--- config.mk ---
export PLATFORM = sky130hd
export DESIGN_NAME = contiguous_message_coalescer
export DESIGN_NICKNAME = d
export VERILOG_FILES = /design/src/design/cmc_pkg.sv /design/src/design/cmc_front.sv /design/src/design/cmc_queue.sv /design/src/design/cmc_back.sv /design/src/design/contiguous_message_coalescer.sv
export SDC_FILE = /design/constraint.sdc
export NUM_CORES = 2
export LEC_CHECK = 0
export CAP_MARGIN = 20
export CORE_MARGIN = 3
export CORE_UTILIZATION = 36
export DETAILED_ROUTE_END_ITERATION = 7
export DONT_BUFFER_PORTS = 1
export PLACE_DENSITY_LB_ADDON = 0.15
export SETUP_SLACK_MARGIN = 0.5
export SYNTH_ARGS = -nofsm -noshare
export SYNTH_HDL_FRONTEND = slang
export SYNTH_SLANG_ARGS = --single-unit
export TNS_END_PERCENT = 10
--- constraint.sdc ---
create_clock -name clock -period 21.6 [get_ports clock]
set_input_delay 2.16 -clock clock [delete_from_list [all_inputs] [get_ports clock]]
set_output_delay 2.16 -clock clock [all_outputs]
set_load 0.05 [all_outputs]
--- src/design/cmc_pkg.sv ---
// Shared types and constants for the contiguous message coalescer.
package cmc_pkg;

   // Lanes in one wave; lane numbers and counts use the fixed field widths below
   localparam int WAVE_LANES = 64;

   localparam int LANE_W  = 6;
   localparam int PE_W    = 16;
   localparam int ADDR_W  = 64;
   localparam int SIZE_W  = 32;
   localparam int COUNT_W = 7;
   localparam int TOTAL_W = 38;

   // Depth of the queue between front and back
   localparam int QDEPTH  = 4;
   localparam int QPTR_W  = $clog2(QDEPTH);
   localparam int QCNT_W  = $clog2(QDEPTH + 1);

   // One closed run, ready to be sent as a merged message
   typedef struct packed {
      logic [LANE_W-1:0]  lead_lane;
      logic [PE_W-1:0]    pe;
      logic [ADDR_W-1:0]  src;
      logic [ADDR_W-1:0]  dst;
      logic [SIZE_W-1:0]  size;
      logic [COUNT_W-1:0] count;
   } run_rec_type;

   // All runs closed by one lane: one or two records
   typedef struct packed {
      logic        two;
      run_rec_type rec0;
      run_rec_type rec1;
   } run_entry_type;

   // Queue write side
   typedef struct packed {
      logic          push;
      run_entry_type entry;
   } q_wr_type;

   // Queue read side
   typedef struct packed {
      logic          valid;
      run_entry_type entry;
   } q_rd_type;

endpackage

--- src/design/cmc_front.sv ---
// Front end: accepts lanes, tracks the open run and queues closed runs.
module cmc_front
   import cmc_pkg::*;
(
   input  logic                clock,
   input  logic                reset,
   input  logic                req_valid,
   input  logic                q_full,
   input  logic                req_lane_active,
   input  logic [PE_W-1:0]     req_dest_pe,
   input  logic [ADDR_W-1:0]   req_src_addr,
   input  logic [ADDR_W-1:0]   req_dst_addr,
   input  logic [SIZE_W-1:0]   req_msg_size,
   input  logic                req_last_lane,
   output logic                req_stall,
   output q_wr_type            q_wr
);

   logic                run_open_ff, run_open_in;
   logic [LANE_W-1:0]   lane_ff, lane_in;
   logic [PE_W-1:0]     prev_pe_ff, prev_pe_in;
   logic [ADDR_W-1:0]   prev_src_ff, prev_src_in;
   logic [ADDR_W-1:0]   prev_dst_ff, prev_dst_in;
   logic [SIZE_W-1:0]   prev_size_ff, prev_size_in;
   logic [LANE_W-1:0]   lead_lane_ff, lead_lane_in;
   logic [ADDR_W-1:0]   lead_src_ff, lead_src_in;
   logic [ADDR_W-1:0]   lead_dst_ff, lead_dst_in;
   logic [COUNT_W-1:0]  count_ff, count_in;

   logic                accept;
   logic                ends_wave;
   logic                joins;
   logic                closes_prev;
   logic                has_result;
   logic [ADDR_W-1:0]   src_next;
   logic [ADDR_W-1:0]   dst_next;
   run_rec_type         close_rec;
   run_rec_type         own_rec;

   assign req_stall = q_full;
   assign accept    = req_valid && !req_stall;

   // Wave ends on the flagged lane or on the top lane
   assign ends_wave = req_last_lane ||
                      ({1'b0, lane_ff} >= COUNT_W'(WAVE_LANES - 1));

   // Neighbor compare: next addresses of the lane below
   assign src_next = prev_src_ff + ADDR_W'(req_msg_size);
   assign dst_next = prev_dst_ff + ADDR_W'(req_msg_size);
   assign joins    = run_open_ff && (lane_ff != '0) &&
                     (prev_pe_ff == req_dest_pe) && (prev_size_ff == req_msg_size) &&
                     (src_next == req_src_addr) && (dst_next == req_dst_addr);

   assign closes_prev = run_open_ff && (!req_lane_active || !joins);

   // Run state after this lane
   always_comb begin
      lead_lane_in = lead_lane_ff;
      lead_src_in  = lead_src_ff;
      lead_dst_in  = lead_dst_ff;
      count_in     = count_ff;
      prev_pe_in   = prev_pe_ff;
      prev_src_in  = prev_src_ff;
      prev_dst_in  = prev_dst_ff;
      prev_size_in = prev_size_ff;
      if (req_lane_active) begin
         if (joins) begin
            count_in = count_ff + COUNT_W'(1);
         end else begin
            lead_lane_in = lane_ff;
            lead_src_in  = req_src_addr;
            lead_dst_in  = req_dst_addr;
            count_in     = COUNT_W'(1);
         end
         prev_pe_in   = req_dest_pe;
         prev_src_in  = req_src_addr;
         prev_dst_in  = req_dst_addr;
         prev_size_in = req_msg_size;
      end
      run_open_in = req_lane_active && !ends_wave;
      lane_in     = ends_wave ? '0 : lane_ff + LANE_W'(1);
   end

   // Records for the run closed below and the run this lane closes
   always_comb begin
      close_rec.lead_lane = lead_lane_ff;
      close_rec.pe        = prev_pe_ff;
      close_rec.src       = lead_src_ff;
      close_rec.dst       = lead_dst_ff;
      close_rec.size      = prev_size_ff;
      close_rec.count     = count_ff;

      own_rec.lead_lane   = lead_lane_in;
      own_rec.pe          = req_dest_pe;
      own_rec.src         = lead_src_in;
      own_rec.dst         = lead_dst_in;
      own_rec.size        = req_msg_size;
      own_rec.count       = count_in;
   end

   // Queue write
   always_comb begin
      if (req_lane_active) begin
         has_result = closes_prev || ends_wave;
      end else begin
         has_result = run_open_ff;
      end
      q_wr.push       = accept && has_result;
      q_wr.entry.two  = req_lane_active && closes_prev && ends_wave;
      q_wr.entry.rec0 = closes_prev ? close_rec : own_rec;
      q_wr.entry.rec1 = own_rec;
   end

   // Control state
   always_ff @(posedge clock) begin
      if (reset) begin
         run_open_ff <= 1'b0;
         lane_ff     <= '0;
      end else if (accept) begin
         run_open_ff <= run_open_in;
         lane_ff     <= lane_in;
      end
   end

   // Run payload
   always_ff @(posedge clock) begin
      if (accept) begin
         prev_pe_ff   <= prev_pe_in;
         prev_src_ff  <= prev_src_in;
         prev_dst_ff  <= prev_dst_in;
         prev_size_ff <= prev_size_in;
         lead_lane_ff <= lead_lane_in;
         lead_src_ff  <= lead_src_in;
         lead_dst_ff  <= lead_dst_in;
         count_ff     <= count_in;
      end
   end

endmodule

--- src/design/cmc_queue.sv ---
// Short queue of closed runs between front and back.
module cmc_queue
   import cmc_pkg::*;
(
   input  logic      clock,
   input  logic      reset,
   input  q_wr_type  q_wr,
   input  logic      pop,
   output logic      full,
   output q_rd_type  q_rd
);

   run_entry_type       slot_ff [QDEPTH];
   logic [QPTR_W-1:0]   wr_ptr_ff, wr_ptr_in;
   logic [QPTR_W-1:0]   rd_ptr_ff, rd_ptr_in;
   logic [QCNT_W-1:0]   cnt_ff, cnt_in;
   logic                do_push;
   logic                do_pop;

   assign full       = (cnt_ff == QCNT_W'(QDEPTH));
   assign q_rd.valid = (cnt_ff != '0);
   assign q_rd.entry = slot_ff[rd_ptr_ff];

   assign do_push = q_wr.push && !full;
   assign do_pop  = pop && q_rd.valid;

   // Pointer and fill count
   always_comb begin
      wr_ptr_in = do_push ? wr_ptr_ff + QPTR_W'(1) : wr_ptr_ff;
      rd_ptr_in = do_pop  ? rd_ptr_ff + QPTR_W'(1) : rd_ptr_ff;
      cnt_in    = cnt_ff;
      case ({do_push, do_pop})
         2'b10:   cnt_in = cnt_ff + QCNT_W'(1);
         2'b01:   cnt_in = cnt_ff - QCNT_W'(1);
         default: cnt_in = cnt_ff;
      endcase
   end

   always_ff @(posedge clock) begin
      if (reset) begin
         wr_ptr_ff <= '0;
         rd_ptr_ff <= '0;
         cnt_ff    <= '0;
      end else begin
         wr_ptr_ff <= wr_ptr_in;
         rd_ptr_ff <= rd_ptr_in;
         cnt_ff    <= cnt_in;
      end
   end

   // Entry storage
   always_ff @(posedge clock) begin
      if (do_push) begin
         slot_ff[wr_ptr_ff] <= q_wr.entry;
      end
   end

endmodule

--- src/design/cmc_back.sv ---
// Back end: sends queued runs one record at a time through the output register.
module cmc_back
   import cmc_pkg::*;
(
   input  logic                 clock,
   input  logic                 reset,
   input  q_rd_type             q_rd,
   output logic                 pop,
   input  logic                 rsp_stall,
   output logic                 rsp_valid,
   output logic [LANE_W-1:0]    rsp_leader_lane,
   output logic [PE_W-1:0]      rsp_out_pe,
   output logic [ADDR_W-1:0]    rsp_out_src_addr,
   output logic [ADDR_W-1:0]    rsp_out_dst_addr,
   output logic [TOTAL_W-1:0]   rsp_total_bytes,
   output logic [COUNT_W-1:0]   rsp_merged_count,
   output logic                 rsp_last_result
);

   logic                rsp_valid_ff, rsp_valid_in;
   logic                sel_ff, sel_in;
   logic [LANE_W-1:0]   lane_ff;
   logic [PE_W-1:0]     pe_ff;
   logic [ADDR_W-1:0]   src_ff;
   logic [ADDR_W-1:0]   dst_ff;
   logic [TOTAL_W-1:0]  total_ff, total_in;
   logic [COUNT_W-1:0]  count_ff;
   logic                last_ff, last_in;
   logic                load;
   run_rec_type         rec;

   assign load = !rsp_valid_ff || !rsp_stall;
   assign rec  = sel_ff ? q_rd.entry.rec1 : q_rd.entry.rec0;

   // Record select and queue pop
   always_comb begin
      last_in      = sel_ff || !q_rd.entry.two;
      pop          = load && q_rd.valid && last_in;
      rsp_valid_in = load ? q_rd.valid : rsp_valid_ff;
      sel_in       = sel_ff;
      if (load && q_rd.valid) begin
         sel_in = !last_in;
      end
      total_in = TOTAL_W'({{(TOTAL_W-SIZE_W){1'b0}}, rec.size} *
                          {{(TOTAL_W-COUNT_W){1'b0}}, rec.count});
   end

   always_ff @(posedge clock) begin
      if (reset) begin
         rsp_valid_ff <= 1'b0;
         sel_ff       <= 1'b0;
      end else begin
         rsp_valid_ff <= rsp_valid_in;
         sel_ff       <= sel_in;
      end
   end

   // Output register
   always_ff @(posedge clock) begin
      if (load && q_rd.valid) begin
         lane_ff  <= rec.lead_lane;
         pe_ff    <= rec.pe;
         src_ff   <= rec.src;
         dst_ff   <= rec.dst;
         total_ff <= total_in;
         count_ff <= rec.count;
         last_ff  <= last_in;
      end
   end

   assign rsp_valid        = rsp_valid_ff;
   assign rsp_leader_lane  = lane_ff;
   assign rsp_out_pe       = pe_ff;
   assign rsp_out_src_addr = src_ff;
   assign rsp_out_dst_addr = dst_ff;
   assign rsp_total_bytes  = total_ff;
   assign rsp_merged_count = count_ff;
   assign rsp_last_result  = last_ff;

endmodule

--- src/design/contiguous_message_coalescer.sv ---
// Top level of the contiguous message coalescer.
// Path: a closing lane's run is written to the queue, then to the output register.
// Throughput: one lane per cycle unless req_stall; results one per cycle unless
// rsp_stall; two runs closed by one lane leave in turn from the 4-entry run queue.
// Reset: synchronous, active high; clears the open run, lane index, queue and
// output valid. No clearing pass is needed.
module contiguous_message_coalescer
   import cmc_pkg::*;
(
   input  logic                 clock,
   input  logic                 reset,
   input  logic                 req_valid,
   output logic                 req_stall,
   input  logic                 req_lane_active,
   input  logic [PE_W-1:0]      req_dest_pe,
   input  logic [ADDR_W-1:0]    req_src_addr,
   input  logic [ADDR_W-1:0]    req_dst_addr,
   input  logic [SIZE_W-1:0]    req_msg_size,
   input  logic                 req_last_lane,
   output logic                 rsp_valid,
   input  logic                 rsp_stall,
   output logic [LANE_W-1:0]    rsp_leader_lane,
   output logic [PE_W-1:0]      rsp_out_pe,
   output logic [ADDR_W-1:0]    rsp_out_src_addr,
   output logic [ADDR_W-1:0]    rsp_out_dst_addr,
   output logic [TOTAL_W-1:0]   rsp_total_bytes,
   output logic [COUNT_W-1:0]   rsp_merged_count,
   output logic                 rsp_last_result
);

   q_wr_type q_wr;
   q_rd_type q_rd;
   logic     q_full;
   logic     q_pop;

   cmc_front u_front (
      .clock           (clock),
      .reset           (reset),
      .req_valid       (req_valid),
      .q_full          (q_full),
      .req_lane_active (req_lane_active),
      .req_dest_pe     (req_dest_pe),
      .req_src_addr    (req_src_addr),
      .req_dst_addr    (req_dst_addr),
      .req_msg_size    (req_msg_size),
      .req_last_lane   (req_last_lane),
      .req_stall       (req_stall),
      .q_wr            (q_wr)
   );

   cmc_queue u_queue (
      .clock (clock),
      .reset (reset),
      .q_wr  (q_wr),
      .pop   (q_pop),
      .full  (q_full),
      .q_rd  (q_rd)
   );

   cmc_back u_back (
      .clock            (clock),
      .reset            (reset),
      .q_rd             (q_rd),
      .pop              (q_pop),
      .rsp_stall        (rsp_stall),
      .rsp_valid        (rsp_valid),
      .rsp_leader_lane  (rsp_leader_lane),
      .rsp_out_pe       (rsp_out_pe),
      .rsp_out_src_addr (rsp_out_src_addr),
      .rsp_out_dst_addr (rsp_out_dst_addr),
      .rsp_total_bytes  (rsp_total_bytes),
      .rsp_merged_count (rsp_merged_count),
      .rsp_last_result  (rsp_last_result)
   );

endmodule

==> summary.txt <==
STA
  – Worst slew pin tran: 1183 ps
  – Setup TNS: 0 ps
  – Final Hold Fails: 0
  – Fin Clk Skew: 108.7 ps
  – Slew HR: 20.38%
  – Slew Limit Fails: 0
  – Period Utilization, post-route: 46.44%
  – Final setup margin: 11,570 ps
  – Worst hold margin: 520.8 ps
  – Tmin final: 10,030 ps
  – Final setup viols: 0
  – RSZ-0062 raised after global routing: no
  – Fmax achieved: 99.69 MHz

Layout
  – Final instance area: 102,900 um2
  – Share of layout cells above drive strength 1: 14.19%
  – Layout area overhead: 11.88%
  – # fillers: 23.00k
  – Commonest non-fill, non-tap cell in the layout: edfxtp_1
  – Most frequent cells in the layout: edfxtp_1, nand2_1, mux4_2
  – Final-stage net count: 6,460

Die
  – Site row count: 184
  – Core Area: 252,800 um2
  – Die area: 261,700 um2
  – I/O pins: 380
  – Initial Utilization: 36.40%
  – Die X: 511.5 um
  – Die height: 511.5 um

CTS
  – Postcts setup bufs: 0
  – TritonCTS buffer count: 218
  – CTS H-tree depth: 4
  – Clock sinks: 2,047
  – Clk_lat worst skew: 910 ps
  – CTS Hold Bufs: 0
  – Post-CTS sizing: 0
  – Clk buf depth: 3
  – Reg clk slew, reported paths: 60 ps
  – TritonCTS clock tree: yes
  – Root Driver: clkbuf_16

Yosys
  – Post-Syn Nets: 6,415
  – Ys async rst share: 0%
  – Top_reg_cell synth: edfxtp_1
  – Syn Inst Count: 5,955
  – Unique masters post-synth: 95
  – Synth Cell Area: 92,010 um2
  – Sequential area share after synthesis: 66.61%
  – Ys Warns: 0
  – Mean post-synth cell area: 15.45 um2
  – Post-synth EDFFs: 2,029
  – #FFs+latches synth: 2,047

Routing
  – Via density: 5.406
  – Total number of vias: 51.62k
  – Detailed Route WL: 268.7 mm
  – Drt pass-1 iters: 5
  – Routed Antenna Nets: 0
  – Routed WL per cell: 28.14 um
  – Post-route DRC: 0
  – Initial drt markers: 4,339

Setup path
  – CP arrival: 10,580 ps
  – Endpoint class of the critical path: register
  – Kind of critical path: reg2reg
  – Worst Path Required: 22,150 ps
  – CP max stage delay: 1020 ps
  – Crit start category: register
  – Critical path's slowest cell: dfxtp_4
  – CP Max Fanout: 46

Outcome
  – Outcome: completed

GRT
  – Largest net degree at the start of global routing: 132
  – All-Layer GR Usage: 20.17%
  – Initial antenna violation count: 20
  – Congestion Overflow GR: 0
  – First-pass GRT wire length: 387.0 mm
  – Vias in the first global route: 52.55k

Placement
  – Cell Area, Placed: 95,850 um2
  – Detailed Place HPWL: 176.7 mm
  – GP Congestion: 0.9272
  – Dpl ws: 10,730 ps
  – IO buf count: 0

Hold path
  – Hold Path Class: reg2reg

Flow run
  – Max cap viols: 0
[worst max-delay path: cells and delay by family (launching register included)]
kind / cells / cell delay, ps
flops: 1 / 1020
buf+inv: 3 / 1650
simple gates: 5 / 640
fa+ha+maj: 5 / 2260
mux: 2 / 880
compound gates: 11 / 3120
[registers in the layout, summed over array words and instances (netlist names), named ones only]
| register | flops |
|---|---|
| u_back.rsp_last_result | 1 |
| u_queue.slot_ff | 1516 |
| u_back.rsp_out_pe | 16 |
| u_front.lead_dst_ff | 64 |
| u_back.rsp_out_src_addr | 64 |
| u_back.rsp_leader_lane | 6 |
| u_front.prev_size_ff | 32 |
| u_back.sel_ff | 1 |
| u_front.lead_lane_ff | 6 |
| u_front.run_open_ff | 1 |
| u_queue.rd_ptr_ff | 2 |
| u_back.rsp_out_dst_addr | 64 |
| u_queue.wr_ptr_ff | 2 |
| u_front.prev_dst_ff | 64 |
| u_back.rsp_merged_count | 7 |
| u_queue.cnt_ff | 3 |
| u_front.prev_pe_ff | 16 |
| u_back.rsp_total_bytes | 38 |
| u_front.count_ff | 7 |
| u_back.rsp_valid | 1 |
| u_front.lane_ff | 6 |
| u_front.lead_src_ff | 64 |
| u_front.prev_src_ff | 64 |
[cells in the mapped netlist (all sizes together) (60+ instances only)]
cell | number | area [um2]
a21oi | 173 | 869.6
mux4 | 379 | 8536
ha | 127 | 1589
o21ai | 88 | 455.4
nand4 | 83 | 519.3
inv | 169 | 634.4
clkbuf | 158 | 593.1
mux2 | 187 | 2106
xnor2 | 161 | 1418
nand2 | 1307 | 4908
xor2 | 88 | 770.7
nor2 | 156 | 585.6
buf | 88 | 475.5
nand3 | 60 | 300.3
edfxtp | 2029 | 60930
fa | 151 | 3023
[routing by layer]
metal | global-route usage [%] | routed length, um | vias to the layer above
met5 | 0 | 12 | -
met4 | 5.163 | 6755 | 2
met2 | 33.31 | 130200 | 1418
met3 | 4.592 | 16480 | 358
li1 | - | - | 22732
met1 | 26.92 | 115300 | 27113
[cells by family after synthesis]
logic type,count (synthesis),share of synthesized area (%)
fa+ha+maj,278,5.013
flops,2047,66.61
simple gates,1870,8.743
xor+xnor,249,2.378
mux,583,11.75
compound gates,511,3.645
buf+inv,417,1.859
[final cells by class]
| cell class | instances | area [um2] | area share (%) |
|---|---|---|---|
| sequential | 2047 | 61300 | 59.55 |
| multi-input combinational | 3491 | 29070 | 28.24 |
| clock buffer | 282 | 5757 | 5.593 |
| tap | 3348 | 4189 | 4.070 |
| clock inverter | 124 | 1291 | 1.254 |
| inverter | 171 | 664.4 | 0.6454 |
| timing repair buffer | 71 | 630.6 | 0.6126 |
| antenna | 15 | 37.54 | 0.03647 |
[final timing paths]
path	slack, ps	depth (start not counted)	startpoint	to
setup reg to reg	11570	26	register	u_back.rsp_total_bytes[36]$_DFFE_PP_
setup / recovery	11570	26	register	u_back.rsp_total_bytes[36]$_DFFE_PP_
hold / removal	520	2	u_queue.cnt_ff[2]$_SDFFE_PP0P_	u_queue.cnt_ff[2]$_SDFFE_PP0P_
hold reg to reg	520	2	u_queue.cnt_ff[2]$_SDFFE_PP0P_	u_queue.cnt_ff[2]$_SDFFE_PP0P_
[per-stage QoR]
| step | cells | util, % |
|---|---|---|
| 2_1_floorplan | 5955 | - |
| 3_3_place_gp | 9127 | 37.92 |
| 3_5_place_dp | 9128 | 37.92 |
| 4_1_cts | 9534 | 40.71 |
| 5_1_grt | 9537 | 40.71 |
| 6_report | 9549 | 40.72 |
Power is left out: the tool's default activity adds up to more than one toggle a clock period on the data nets, which glitch-free logic cannot reach.
